[src/hdl/rmsw_pkg.sv]
package rmsw_pkg;

    localparam int IDX_W      = 12;
    localparam int DATA_W     = 32;
    localparam int RATE_W     = 16;
    localparam int SQ_W       = 47;   // floor(g^2 / 2^16), g magnitude up to 2^31
    localparam int NUM_W      = 48;   // step size * |g|
    localparam int ROOT_W     = 24;   // sqrt of a 48-bit radicand
    localparam int DEN_W      = 25;   // root + epsilon
    localparam int DVD_W      = 49;   // numerator plus half the denominator
    localparam int SQ_N       = 24;   // one root bit per stage
    localparam int DV_N       = 49;   // one quotient bit per stage
    localparam int STORE_MAX  = 4096;
    localparam int QUEUE_DEPTH = 4;
    localparam int CFG_IDX_W  = 2;

    localparam logic [16:0] ONE_Q16    = 17'd65536;
    localparam logic [63:0] ROUND_HALF = 64'd32768;

    typedef enum logic [CFG_IDX_W-1:0] {
        CFG_STEP_SIZE = 2'd0,
        CFG_DECAY     = 2'd1,
        CFG_EPSILON   = 2'd2
    } cfg_sel_t;

    typedef struct packed {
        logic [RATE_W-1:0] step_size;
        logic [RATE_W-1:0] decay;
        logic [RATE_W-1:0] epsilon;
    } cfg_t;

    // classified item as it waits in the queue
    typedef struct packed {
        logic [IDX_W-1:0]         idx;
        logic signed [DATA_W-1:0] weight;
        logic                     neg;
        logic [DATA_W-1:0]        gmag;
        logic [SQ_W-1:0]          sq;
    } work_t;

    // item after the cache update
    typedef struct packed {
        logic signed [DATA_W-1:0] weight;
        logic                     neg;
        logic [NUM_W-1:0]         num;
        logic [DATA_W-1:0]        cache;
        logic                     sat;
    } cache_res_t;

endpackage

[src/hdl/rmsw_if.sv]
interface rmsw_item_if;
    logic                                     valid;
    logic                                     ready;
    logic [rmsw_pkg::IDX_W-1:0]               element_index;
    logic signed [rmsw_pkg::DATA_W-1:0]       weight;
    logic signed [rmsw_pkg::DATA_W-1:0]       gradient;

    modport source (output valid, element_index, weight, gradient, input ready);
    modport sink   (input valid, element_index, weight, gradient, output ready);
endinterface


[src/hdl/rmsw_front.sv]
module rmsw_front #(
    parameter int PARAM_COUNT = 4096
) (
    input  logic                clk,
    input  logic                rst_n,
    input  logic                enable,
    rmsw_item_if.sink           items,
    output logic                push,
    output rmsw_pkg::work_t     push_data,
    input  logic                full
);

    localparam int IW = rmsw_pkg::IDX_W;
    localparam int DW = rmsw_pkg::DATA_W;

    logic                 f1_vld_reg;
    logic [IW-1:0]        f1_idx_reg;
    logic signed [DW-1:0] f1_w_reg;
    logic signed [DW-1:0] f1_g_reg;

    logic                 f2_vld_reg;
    logic [IW-1:0]        f2_idx_reg;
    logic signed [DW-1:0] f2_w_reg;
    logic                 f2_neg_reg;
    logic [DW-1:0]        f2_gmag_reg;

    logic                 f2_free;
    logic                 f1_move;
    logic                 accept;
    logic [IW-1:0]        f1_idx_next;
    logic [IW-1:0]        f2_idx_next;
    logic [DW-1:0]        f1_gmag;
    logic [63:0]          prod;

    // restoring reduction by the element count, over the shift range lo..hi
    function automatic logic [IW-1:0] mod_steps(input logic [IW-1:0] v, input int hi,
                                                input int lo);
        logic [IW-1:0] r;
        longint        m;
        r = v;
        for (int k = IW - 1; k >= 0; k--) begin
            m = longint'(PARAM_COUNT) << k;
            if ((k <= hi) && (k >= lo) && (m < (longint'(1) << IW))) begin
                if (r >= m[IW-1:0]) begin
                    r = r - m[IW-1:0];
                end
            end
        end
        return r;
    endfunction

    assign push    = f2_vld_reg && !full;
    assign f2_free = !f2_vld_reg || push;
    assign f1_move = f1_vld_reg && f2_free;
    assign accept  = items.valid && items.ready;
    assign items.ready = enable && (!f1_vld_reg || f2_free);

    always_comb
    begin
        f1_idx_next = mod_steps(f1_idx_reg, IW - 1, IW / 2);
        f2_idx_next = mod_steps(f2_idx_reg, IW / 2 - 1, 0);
        f1_gmag     = f1_g_reg[DW-1] ? DW'(-f1_g_reg) : DW'(f1_g_reg);
        prod        = 64'(f2_gmag_reg) * 64'(f2_gmag_reg);
        push_data.idx    = f2_idx_next;
        push_data.weight = f2_w_reg;
        push_data.neg    = f2_neg_reg;
        push_data.gmag   = f2_gmag_reg;
        push_data.sq     = prod[16 +: rmsw_pkg::SQ_W];
    end

    always_ff @(posedge clk or negedge rst_n)
    begin
        if (!rst_n)
        begin
            f1_vld_reg <= 1'b0;
            f2_vld_reg <= 1'b0;
        end
        else
        begin
            if (accept || f1_move)
            begin
                f1_vld_reg <= accept;
            end
            if (f2_free)
            begin
                f2_vld_reg <= f1_vld_reg;
            end
        end
    end

    always_ff @(posedge clk)
    begin
        if (accept)
        begin
            f1_idx_reg <= items.element_index;
            f1_w_reg   <= items.weight;
            f1_g_reg   <= items.gradient;
        end
        if (f1_move)
        begin
            f2_idx_reg  <= f1_idx_next;
            f2_w_reg    <= f1_w_reg;
            f2_neg_reg  <= f1_g_reg[DW-1];
            f2_gmag_reg <= f1_gmag;
        end
    end

endmodule

[src/flat_wrapper.sv]
// flat-port wrapper written by rule: the top's interface ports become plain ports
module rmsw_front_flat 
#(
    parameter int PARAM_COUNT = 4096
)
  (clk, rst_n, enable, push, push_data, full, items_valid, items_element_index, items_weight, items_gradient, items_ready);
  rmsw_item_if items_i ();
  input  logic clk;
  input  logic rst_n;
  input  logic enable;
  output logic push;
  output rmsw_pkg::work_t push_data;
  input  logic full;
  input wire logic [$bits(items_i.valid)-1:0] items_valid;
  input wire logic [$bits(items_i.element_index)-1:0] items_element_index;
  input wire logic [$bits(items_i.weight)-1:0] items_weight;
  input wire logic [$bits(items_i.gradient)-1:0] items_gradient;
  output wire logic [$bits(items_i.ready)-1:0] items_ready;
  assign items_i.valid = items_valid;
  assign items_i.element_index = items_element_index;
  assign items_i.weight = items_weight;
  assign items_i.gradient = items_gradient;
  assign items_ready = items_i.ready;
  rmsw_front #(.PARAM_COUNT(PARAM_COUNT)) u_core (.clk(clk), .rst_n(rst_n), .enable(enable), .items(items_i), .push(push), .push_data(push_data), .full(full));
endmodule
[config.mk]
export PLATFORM = sky130hd
export DESIGN_NAME = rmsw_front_flat
export DESIGN_NICKNAME = d
export VERILOG_FILES = /design/src/hdl/rmsw_pkg.sv /design/src/hdl/rmsw_if.sv /design/src/hdl/rmsw_front.sv /design/src/flat_wrapper.sv
export SDC_FILE = /design/constraint.sdc
export NUM_CORES = 2
export LEC_CHECK = 0
export ABC_CLOCK_PERIOD_IN_PS = 12500
export BUFFER_PORTS_ARGS = -buffer_cell sky130_fd_sc_hd__buf_2
export CAP_MARGIN = 5
export CORE_ASPECT_RATIO = 1.75
export CORE_MARGIN = 4
export CORE_UTILIZATION = 35
export CTS_CLUSTER_DIAMETER = 80
export CTS_CLUSTER_SIZE = 8
export DETAILED_ROUTE_END_ITERATION = 8
export GPL_TIMING_DRIVEN = 1
export PLACE_DENSITY_LB_ADDON = 0.08
export SLEW_MARGIN = 20
export SYNTH_ARGS = -nofsm -noshare
export SYNTH_HDL_FRONTEND = slang
export SYNTH_SLANG_ARGS = --single-unit
export TNS_END_PERCENT = 5
[constraint.sdc]
create_clock -name clk -period 12.5 [get_ports clk]
set_clock_uncertainty 0.2 [all_clocks]
set_input_delay 1.875 -clock clk [delete_from_list [all_inputs] [get_ports clk]]
set_output_delay 1.875 -clock clk [all_outputs]
set_load 0.03 [all_outputs]
==> summary.md <==
| Metric | Value |
|---|---|
| Vias in the first global route | `27076` |
| Clk Latency, worst-skew pair | `0.44 ns` |
| Gpl congestion | `0.858` |
| Fin crit share | `92.4%` |
| Rows | `151` |
| Die area | `0.103 mm²` |
| Met3 Routed Length | `3590 µm` |
| Slew HR | `25.7%` |
| IO buf count | `206` |
| Fin. Hold Viols | `0` |
| Compound-cell area share of the yosys netlist | `4.56%` |
| Number of max-cap violations | `0` |
| Setup violations, final | `0` |
| Critical Path RT | `10.43 ns` |
| Synth Area in Adders | `56.8%` |
| CTS tree | `yes` |
| DR pass1 iterations | `5` |
| Vias | `22810` |
| Largest area contributor in the netlist | `fa_1` |
| Top sig layer | `met4` |
| Commonest cells post-synth | `986 x inv_1, 794 x fa_1, 301 x nand2_1` |
| Layout area overhead | `9.81%` |
| Mux contribution to synthesized area | `0.0911%` |
| Post-Synthesis Cells | `3386` |
| Slew Limit Fails | `0` |
| Share of layout cells above drive strength 1 | `9.14%` |
| Simple-gate area share of the yosys netlist | `9.89%` |
| Worst reg2reg path startpoint | `u_core.f1_g_reg[3]$_DFFE_PP_` |
| Gr ovfl total | `0` |
| Synth Register Bits | `155` |
| Worst Hold Launch | `u_core.f1_w_reg[25]$_DFFE_PP_` |
| Area of the mapped netlist | `0.0343 mm²` |
| Vias/cell | `4.69` |
| # IOs | `207` |
| Total negative slack | `0 ns` |
| RSZ-0062 raised after global routing | `false` |
| Met2 wire len | `65500 µm` |
| Post-CTS setup buffer count | `0` |
| Critical path type | `register to primary output` |
| First-pass GRT wire length | `166000 µm` |
| # H-tree levels | `4` |
| Synth Warn # | `0` |
| Gr usage total | `21.7%` |
| # DRC | `0` |
| Starting DRC count in detailed routing | `945` |
| Largest net degree at the start of global routing | `77` |
| CTS hold repair buffers | `0` |
| Clk buf depth | `2` |
| Main combinational cell family by area after synthesis | `adder cells` |
| Final #Nets | `4715` |
| Synth area leaders | `fa_1 46%, edfxtp_1 13%, inv_1 11%` |
| Post-Syn Nets | `4549` |
| Final-layout fill cell count | `9964` |
| Final wirelength | `108000 µm` |
| CP Launch Type | `register` |
| Post-Syn Area per Cell | `10.1 µm²` |
| Synth top area share | `46.3%` |
| Final min period | `11.55 ns` |
| Antenna violations before repair | `3` |
| Number of synthesized flops with an enable pin | `153` |
| CP max FO | `26` |
| Clock root buffer | `clkbuf_16` |
| Status | `finished, final reports clean` |
| F_max | `0.0866 GHz` |
| Initial Utilization | `35.3%` |
| CORE AREA | `0.0971 mm²` |
| Synth Area in XOR/XNOR | `3.01%` |
| Crit path launch | `u_core.f2_gmag_reg[12]$_DFFE_PP_` |
| Post_cts resized | `0` |
| Most frequent cell after synthesis | `inv_1` |
| Ys async rst share | `1.29%` |
| Worst-Margin Slew | `1.10 ns` |
| Met1 Wirelength | `35900 µm` |
| Seq/Total Area, Yosys | `13.5%` |
| Hold WC Path Type | `register to register` |
| Die Span X | `245 µm` |
| Worst-path clk slew | `0.07 ns` |
| Wire per inst | `22.3 µm` |
| # clock sinks | `155` |
| CTS Buf Count | `17` |
| Cell variety after synth | `67` |
| Crit path capture type | `primary output` |
| CP Data Arrival Time | `9.48 ns` |
| Post-DP HPWL | `92800 µm` |
| Die height | `422 µm` |
| ANT nets after route | `0` |
| Main synth FF type | `edfxtp_1` |
==> cells in the final DEF (no fill, tap or decap), types with 41 or more instances in the layout <==
master    count
inv_1       985
xnor2_1      77
nor2_1       67
ha_1        288
edfxtp_1    153
fa_1        794
buf_4        51
buf_2       206
o21ai_0      41
a21oi_1      66
nand2_1     301
xor2_1       41
and2_1      236
==> metrics by stage <==
stage | hold WS (ns) | util (%) | worst slack (ns) | std cells | cell area, µm²
6_report | 0.214 | 38.8 | 0.949 | 4868 | 37700
2_1_floorplan | 0.200 | - | 2.33 | 3386 | 34300
4_1_cts | 0.212 | 38.8 | 0.765 | 4863 | 37600
3_3_place_gp | 0.200 | 38.1 | 1.28 | 4827 | 37000
5_1_grt | 0.222 | 38.8 | 0.498 | 4865 | 37700
3_5_place_dp | 0.205 | 38.1 | 1.29 | 4831 | 37000
==> worst paths after layout <==
path                                               endpoint  slack, ns  depth (start not counted)
max                                           push_data[46]       0.95                         27
min                           u_core.f2_w_reg[25]$_DFFE_PP_       0.21                          0
max reg2reg                u_core.f2_gmag_reg[24]$_DFFE_PP_       9.43                          8
min reg2reg                   u_core.f2_w_reg[25]$_DFFE_PP_       0.21                          0
max in group asynchronous     u_core.f2_vld_reg$_DFFE_PN0N_      11.00                          1
min in group asynchronous     u_core.f1_vld_reg$_DFFE_PN0P_       1.01                          1
==> final cells by class <==
type,instances,area (µm²),share of cell area [%]
clock inverter,15,171,0.455
inverter,987,3700,9.83
timing repair buffer,265,1570,4.16
multi-input combinational,2126,25500,67.8
sequential,155,4640,12.3
tap,1300,1630,4.32
antenna,3,7.51,0.0199
clock buffer,17,425,1.13
==> critical path: stages, from the launching register on <==
cell,delay [ns]
edfxtp_1,1.04
buf_4,0.38
nand2_1,0.13
inv_1,0.10
fa_1,0.42
inv_1,0.08
fa_1,0.43
fa_1,0.55
fa_1,0.53
inv_1,0.06
fa_1,0.58
fa_1,0.44
fa_1,0.51
inv_1,0.05
fa_1,0.48
inv_1,0.04
ha_1,0.37
and3_1,0.26
nand2_1,0.33
nor2_1,0.13
a21oi_1,0.14
o21ai_0,0.12
a31oi_2,0.60
o21ai_1,0.36
a221oi_1,0.37
buf_4,0.20
xnor2_1,0.12
buf_2,0.22
==> metal layers <==
layer	vias up	GRT usage [%]
met5	-	0
met2	440	45.5
met3	101	2.54
li1	10319	-
met4	0	5.99
met1	11950	21.7
==> cell families (layout without fill, tap and decap cells) <==
kind of cell | Yosys count | in the layout
other | 0 | 3
xor gates and xnor gates | 118 | 118
AOI/OAI and AO/OA | 238 | 238
muxes | 3 | 3
and+or+nand+nor | 685 | 685
DFF | 155 | 155
adders and majority gates | 1082 | 1082
buffers and inverters | 1105 | 1284
Power is left out: the tool's default activity adds up to more than one toggle a clock period on the data nets, which glitch-free logic cannot reach.
