$ cat src/hdl/rmsw_pkg.sv
package rmsw_pkg;

    localparam int IDX_W      = 12;
    localparam int DATA_W     = 32;
    localparam int RATE_W     = 16;
    localparam int SQ_W       = 47;   // floor(g^2 / 2^16), g magnitude up to 2^31
    localparam int NUM_W      = 48;   // step size * |g|
    localparam int ROOT_W     = 24;   // sqrt of a 48-bit radicand
    localparam int DEN_W      = 25;   // root + epsilon
    localparam int DVD_W      = 49;   // numerator plus half the denominator
    localparam int SQ_N       = 24;   // one root bit per stage
    localparam int DV_N       = 49;   // one quotient bit per stage
    localparam int STORE_MAX  = 4096;
    localparam int QUEUE_DEPTH = 4;
    localparam int CFG_IDX_W  = 2;

    localparam logic [16:0] ONE_Q16    = 17'd65536;
    localparam logic [63:0] ROUND_HALF = 64'd32768;

    typedef enum logic [CFG_IDX_W-1:0] {
        CFG_STEP_SIZE = 2'd0,
        CFG_DECAY     = 2'd1,
        CFG_EPSILON   = 2'd2
    } cfg_sel_t;

    typedef struct packed {
        logic [RATE_W-1:0] step_size;
        logic [RATE_W-1:0] decay;
        logic [RATE_W-1:0] epsilon;
    } cfg_t;

    // classified item as it waits in the queue
    typedef struct packed {
        logic [IDX_W-1:0]         idx;
        logic signed [DATA_W-1:0] weight;
        logic                     neg;
        logic [DATA_W-1:0]        gmag;
        logic [SQ_W-1:0]          sq;
    } work_t;

    // item after the cache update
    typedef struct packed {
        logic signed [DATA_W-1:0] weight;
        logic                     neg;
        logic [NUM_W-1:0]         num;
        logic [DATA_W-1:0]        cache;
        logic                     sat;
    } cache_res_t;

endpackage

$ cat src/hdl/rmsw_queue.sv
module rmsw_queue (
    input  logic                clk,
    input  logic                rst_n,
    input  logic                push,
    input  rmsw_pkg::work_t     push_data,
    output logic                full,
    output logic                head_valid,
    output rmsw_pkg::work_t     head,
    input  logic                pop
);

    localparam int DEPTH = rmsw_pkg::QUEUE_DEPTH;
    localparam int PW    = $clog2(DEPTH);

    rmsw_pkg::work_t slot_reg [0:DEPTH-1];
    logic [PW-1:0]   wr_ptr_reg;
    logic [PW-1:0]   rd_ptr_reg;
    logic [PW:0]     cnt_reg;

    assign full       = (cnt_reg == (PW+1)'(DEPTH));
    assign head_valid = (cnt_reg != '0);
    assign head       = slot_reg[rd_ptr_reg];

    always_ff @(posedge clk or negedge rst_n)
    begin
        if (!rst_n)
        begin
            wr_ptr_reg <= '0;
            rd_ptr_reg <= '0;
            cnt_reg    <= '0;
        end
        else
        begin
            if (push)
            begin
                wr_ptr_reg <= wr_ptr_reg + 1'b1;
            end
            if (pop)
            begin
                rd_ptr_reg <= rd_ptr_reg + 1'b1;
            end
            if (push && !pop)
            begin
                cnt_reg <= cnt_reg + 1'b1;
            end
            else if (pop && !push)
            begin
                cnt_reg <= cnt_reg - 1'b1;
            end
        end
    end

    always_ff @(posedge clk)
    begin
        if (push)
        begin
            slot_reg[wr_ptr_reg] <= push_data;
        end
    end

endmodule

$ cat config.mk
export PLATFORM = sky130hd
export DESIGN_NAME = rmsw_queue
export DESIGN_NICKNAME = d
export VERILOG_FILES = /design/src/hdl/rmsw_pkg.sv /design/src/hdl/rmsw_queue.sv
export SDC_FILE = /design/constraint.sdc
export NUM_CORES = 1
export LEC_CHECK = 0
export BUFFER_PORTS_ARGS = -buffer_cell sky130_fd_sc_hd__buf_2
export CORE_ASPECT_RATIO = 1.5
export CORE_UTILIZATION = 57
export CTS_BUF_LIST = sky130_fd_sc_hd__clkbuf_16
export DETAILED_ROUTE_END_ITERATION = 12
export PLACE_DENSITY = 0.78
export SYNTH_ARGS = -nofsm -noshare
export SYNTH_HDL_FRONTEND = slang
export SYNTH_SLANG_ARGS = --single-unit
$ cat constraint.sdc
create_clock -name clk -period 4.5 [get_ports clk]
set_input_delay 0.225 -clock clk [delete_from_list [all_inputs] [get_ports clk]]
set_output_delay 0.225 -clock clk [all_outputs]
set_load 0.005 [all_outputs]
==> results.yml, run 1 <==
run_status:
  status: "finished, final reports clean"
finish:
  area_growth_pct: 24.69
  final_util_pct: 72.86
  drive_gt1_share_pct: 40.93
  mostFrequentLayoutCells: "edfxtp_1 (496), buf_2 (253), dlygate4sd3_1 (127), mux4_2 (124), clkbuf_16 (44)"
  nNetsFinal: 1223
  fillCellCount: 1793
  largest_reg_flops: 496
  layout_commonest_cell: "edfxtp_1"
die:
  die-area_um2: 32750
  fp.dieW_um: 148.1
  rows: 79
  fp.dieH_um: 221.2
  ioPinCount: 254
  core_area_um2: 31240
  start_util_pct: 58.43
logic_synthesis:
  synthCells: 682
  ys_ff_latch: 503
  syn_area_um2: 18250
  yosys.cell_types.count: 19
  synth.avg_cell_area_um2: 26.76
  ys_warn_count: 0
  synth_nets: 816
  yosysSeqAreaShare_pct: 82.57
critical_path:
  worst_setup_path_start_kind: "flop"
  worst_ep_arrival_time_ns: 2.64
  critPathKind: "flop to output port"
  cp-end-kind: "output port"
  required_ns: 4.28
  path_max_fanout: 51
global_route:
  grt_pass1_wl_mm: 54.30
  grt_use_total_pct: 22.59
  grt_pass1_vias: 9305
  antenna_found_initial: 3
  grt_max_degree: 79
  grt_overflow_total: 0
cts:
  cts_buffers: 43
  cts_hold_buf: 127
  cts_setup_buffers: 0
  clk_path_buf_depth: 3
  clk_pin_slew_worst_paths_ns: 0.06
  root_buffer: "clkbuf_16"
  cts_num_sinks: 503
  cts_tree: "yes"
  clk_latency_ns: 0.57
  htree_levels: 2
  cts_resized: 0
routing:
  num_vias: 8662
  drt-total-wl_mm: 36.06
  firstDrtPassIters: 4
  drc_errors: 0
  avgViaCountPerCell: 5.654
  wl_per_cell_um: 23.54
  ant_nets: 0
  drt-initial-drc-count: 574
sta:
  drv_slew: 0
  max_slew_margin_pct: 30.50
  clock-skew-final_ns: 0.02231
  fin_crit_ns: 2.868
  max_freq_mhz: 348.7
  setup_slack_ns: 1.632
  totalNegativeSetupSlack_ns: 0
  fin_crit_sh_pct: 63.73
  hold_viol: 0
  worstMarginPinSlew_ns: 1.042
  rsz0062_at_grt: "false"
  final-setup-viol-count: 0
power_and_ir_drop:
  ir_drop_mv: 0.4636
  power_leakage_nw: 7.875
  power_density_nw_per_um2: 614.1
placed_design:
  dp_hpwl_mm: 19.78
  globalplace.congestion: 0.7204
  dp_slack_ns: 2.141
  port_buffers: 253
min_path:
  min_path_type: "input pin to async pin"
run:
  maxCapViolCount: 0
==> through the flow <==
stage / area, um^2 / total power [mW] / hold slack, ns / std cells
finish: 22760 / 13.98 / 0.05666 / 1532
global route: 22750 / 14.55 / 0.05851 / 1530
CTS: 22750 / 14.14 / 0.02087 / 1529
detailed placement: 20020 / 10.23 / 0.06797 / 1322
global placement: 20020 / 10.16 / 0.06677 / 1322
floorplan: 18250 / 8.795 / -0.07059 / 682
==> final cells by class <==
type | count | area [um^2] | area share, %
flip-flops and latches | 503 | 15080 | 66.25
multi-input cells | 147 | 3004 | 13.20
repair buffers | 390 | 2688 | 11.81
clock buffers | 44 | 1101 | 4.838
well taps | 405 | 506.7 | 2.227
clock inverters | 36 | 359.1 | 1.578
inverters | 4 | 15.01 | 0.06597
diodes | 3 | 7.507 | 0.03299
==> per-layer routing <==
layer,wire length (um),global-route usage [%],vias up
li1,-,-,3776
met1,13130,27.12,4531
met2,19850,40.44,289
met3,2024,4.289,64
met4,1044,8.148,2
met5,8,0,-
==> Yosys cell counts (all sizes together) <==
| cell | number | share of area [%] |
|---|---|---|
| or3 | 1 | 0.034 |
| clkbuf | 6 | 0.12 |
| edfxtp | 496 | 82 |
| mux2 | 1 | 0.062 |
| nor2 | 1 | 0.021 |
| xor2 | 4 | 0.19 |
| dfrtp | 7 | 0.96 |
| xnor2 | 2 | 0.096 |
| mux4 | 124 | 15 |
| o21ai | 1 | 0.027 |
| inv | 4 | 0.082 |
| ha | 5 | 0.34 |
| buf | 22 | 0.82 |
| and2 | 4 | 0.14 |
| nand2 | 2 | 0.041 |
| fa | 1 | 0.11 |
| nor3b | 1 | 0.041 |
==> power breakdown <==
part | internal (mW) | switching [mW]
Sequential | 6.13 | 0.392
Combinational | 1.87 | 1.79
Clock | 2.19 | 1.60
Total | 10.2 | 3.78
==> worst max-delay path, cell delays in order, from the launching register on <==
cell and delay (ns):
dfrtp_4 0.86, buf_12 0.43, mux4_2 0.59, buf_2 0.15
==> final timing paths <==
check	slack, ns	startpoint	cells past startpoint	end
max	1.63	rd_ptr_reg[0]	3	head[88]
min	0.06	rst_n	2	wr_ptr_reg[1]
max reg2reg	2.20	wr_ptr_reg[0]	4	slot_reg[0][107]
min reg2reg	0.50	cnt_reg[2]	1	cnt_reg[2]
max in group asynchronous	4.26	rst_n	2	rd_ptr_reg[0]
min in group clk	0.41	push_data[69]	2	slot_reg[2][69]
==> cells by family (layout without fill, tap and decap cells) <==
| group | after synthesis | after routing | share of synthesized area [%] |
|---|---|---|---|
| flops | 503 | 503 | 82.57 |
| xor+xnor | 6 | 6 | 0.2879 |
| fa+ha+maj | 6 | 6 | 0.4525 |
| simple gates | 9 | 9 | 0.2742 |
| compound gates | 1 | 1 | 0.02740 |
| buf+inv | 32 | 474 | 1.028 |
| mux | 125 | 125 | 15.36 |
| other cells | 0 | 3 | 0 |
No activity file was read; power rests on OpenSTA's default activity.
==> run 2: changes to the inputs <==
==> constraint.sdc (replaced) <==
create_clock -name clk -period 3 [get_ports clk]
set_input_delay 0.15 -clock clk [delete_from_list [all_inputs] [get_ports clk]]
set_output_delay 0.15 -clock clk [all_outputs]
set_load 0.005 [all_outputs]
==> run 2 against run 1 <==
Total power up 50%. Clock power up 42%. Clock-buffer cell count up 1. Combinational power up 58%. Final cell count up 0.85%. Clock skew up 0.00090 ns. Wire length up 3.8%. Register-to-register slack worse by 1.1 ns. Highest routed layer unchanged.
==> results.yml, run 2 (same netlist as run 1, synthesis figures left out) <==
global_route:
  grt_use_total_pct: 23.72
  grt_max_degree: 50
  grt_overflow_total: 0
  grt_pass1_vias: 9563
  antenna_found_initial: 4
  grt_pass1_wl_mm: 56.41
power_and_ir_drop:
  ir_drop_mv: 0.8183
  power_density_nw_per_um2: 916.2
  power_leakage_nw: 7.949
sta:
  rsz0062_at_grt: "false"
  max_slew_margin_pct: 49.69
  worstMarginPinSlew_ns: 0.7546
  totalNegativeSetupSlack_ns: 0
  hold_viol: 0
  max_freq_mhz: 381.7
  drv_slew: 0
  setup_slack_ns: 0.3803
  fin_crit_sh_pct: 87.32
  final-setup-viol-count: 0
  clock-skew-final_ns: 0.02321
  fin_crit_ns: 2.620
critical_path:
  required_ns: 2.85
  r2r-end: "slot_reg[2][19]"
  cp-end-kind: "output port"
  critPathKind: "flop to output port"
  reg2reg_depth: 4
  worst_ep_arrival_time_ns: 2.47
  path_max_fanout: 32
  worst_setup_path_start_kind: "flop"
  r2r_setup_slack_ns: 1.10
  regToRegStartpoint: "wr_ptr_reg[0]"
cts:
  cts_resized: 0
  root_buffer: "clkbuf_16"
  clk_pin_slew_worst_paths_ns: 0.06
  clk_latency_ns: 0.54
  cts_setup_buffers: 0
  clk_path_buf_depth: 3
  cts_num_sinks: 503
  cts_buffers: 45
  cts_tree: "yes"
  htree_levels: 2
die:
  start_util_pct: 58.43
  ioPinCount: 254
  fp.dieW_um: 148.1
  rows: 79
  fp.dieH_um: 221.2
  die-area_um2: 32750
  core_area_um2: 31240
min_path:
  hold_path_depth: 2
  min-delay-start: "push_data[58]"
  min_path_type: "input pin to flop"
  hold_end: "slot_reg[3][58]"
routing:
  num_vias: 8788
  firstDrtPassIters: 4
  ant_nets: 0
  drc_errors: 0
  wl_per_cell_um: 24.24
  drt-total-wl_mm: 37.45
  drt-initial-drc-count: 510
  avgViaCountPerCell: 5.688
run_status:
  status: "finished, final reports clean"
finish:
  multi_input_area_um2: 3004
  mostFrequentLayoutCells: "edfxtp_1 (496), buf_2 (253), dlygate4sd3_1 (128), mux4_2 (124), clkbuf_16 (45)"
  layout_commonest_cell: "edfxtp_1"
  largest_reg_flops: 496
  fillCellCount: 1772
  drive_gt1_share_pct: 41.51
  seq_area_um2: 15080
  nNetsFinal: 1238
  area_growth_pct: 25.43
placed_design:
  dp_slack_ns: 0.9101
  dp_hpwl_mm: 21.23
  port_buffers: 253
  globalplace.congestion: 0.7384
run:
  maxCapViolCount: 0
==> run 2: changes by cell type in the layout (fill, tap and decap cells not counted), moves of 2 or more <==
cell	change
bufinv_16	-4
buf_4	+3
inv_6	+2
clkinv_1	-4
inv_1	+4
buf_12	+9
==> run 2: power by group <==
part           switching (mW)  internal [mW]
combinational            2.78           3.00
sequential              0.610           9.18
clock                    2.40           3.00
==> run 2: critical path, cell delays in order (launching register included) <==
cell     delay, ns
dfrtp_4       0.88
buf_12        0.30
mux4_2        0.58
buf_2         0.15
==> run 2: worst max-delay path by stage <==
stage / from / endpoint / slack, ns / cells after the start
2_1_floorplan: wr_ptr_reg[0] / slot_reg[2][0] / 0.41 / 3
3_3_place_gp: rd_ptr_reg[0] / head[29] / 0.89 / 3
3_5_place_dp: rd_ptr_reg[0] / head[29] / 0.91 / 3
4_1_cts: rd_ptr_reg[0] / head[29] / 0.32 / 3
5_1_grt: rd_ptr_reg[0] / head[43] / 0.23 / 3
6_report: rd_ptr_reg[0] / head[0] / 0.38 / 3
==> run 2: area by class of cell <==
cell class	count	share of cell area, %
sequential	503	65.86
inverter	4	0.06558
multi-input combinational	147	13.12
antenna	3	0.03279
tap	405	2.213
clock inverter	35	1.120
clock buffer	45	4.919
timing repair buffer	403	12.67
==> run 2: metrics by stage <==
step           instances  cell area [um^2]  utilization (%)  hold slack [ns]  total power [mW]
2_1_floorplan        682             18260                -          -0.1456             13.10
3_3_place_gp        1334             20220            64.74         0.002866             15.50
6_report            1545             22890            73.29           0.3611             20.97
3_5_place_dp        1334             20220            64.74         0.005992             15.62
5_1_grt             1544             22890            73.29           0.3585             21.83
4_1_cts             1542             22890            73.27           0.3337             21.17
==> run 2: timing repair <==
item,CTS,global route
endpoints found under the hold margin,507,0
hold buffers,128,0
setup endpoints to repair,0,0
==> run 2: metal layers <==
layer  vias up  track usage, %  part of all wire [%]
li1       3799               -                     -
met1      4549           28.97                    36
met2       340           40.47                    53
met3        98           4.639                   6.3
met4         2           11.64                   4.7
met5         -               0                 0.035
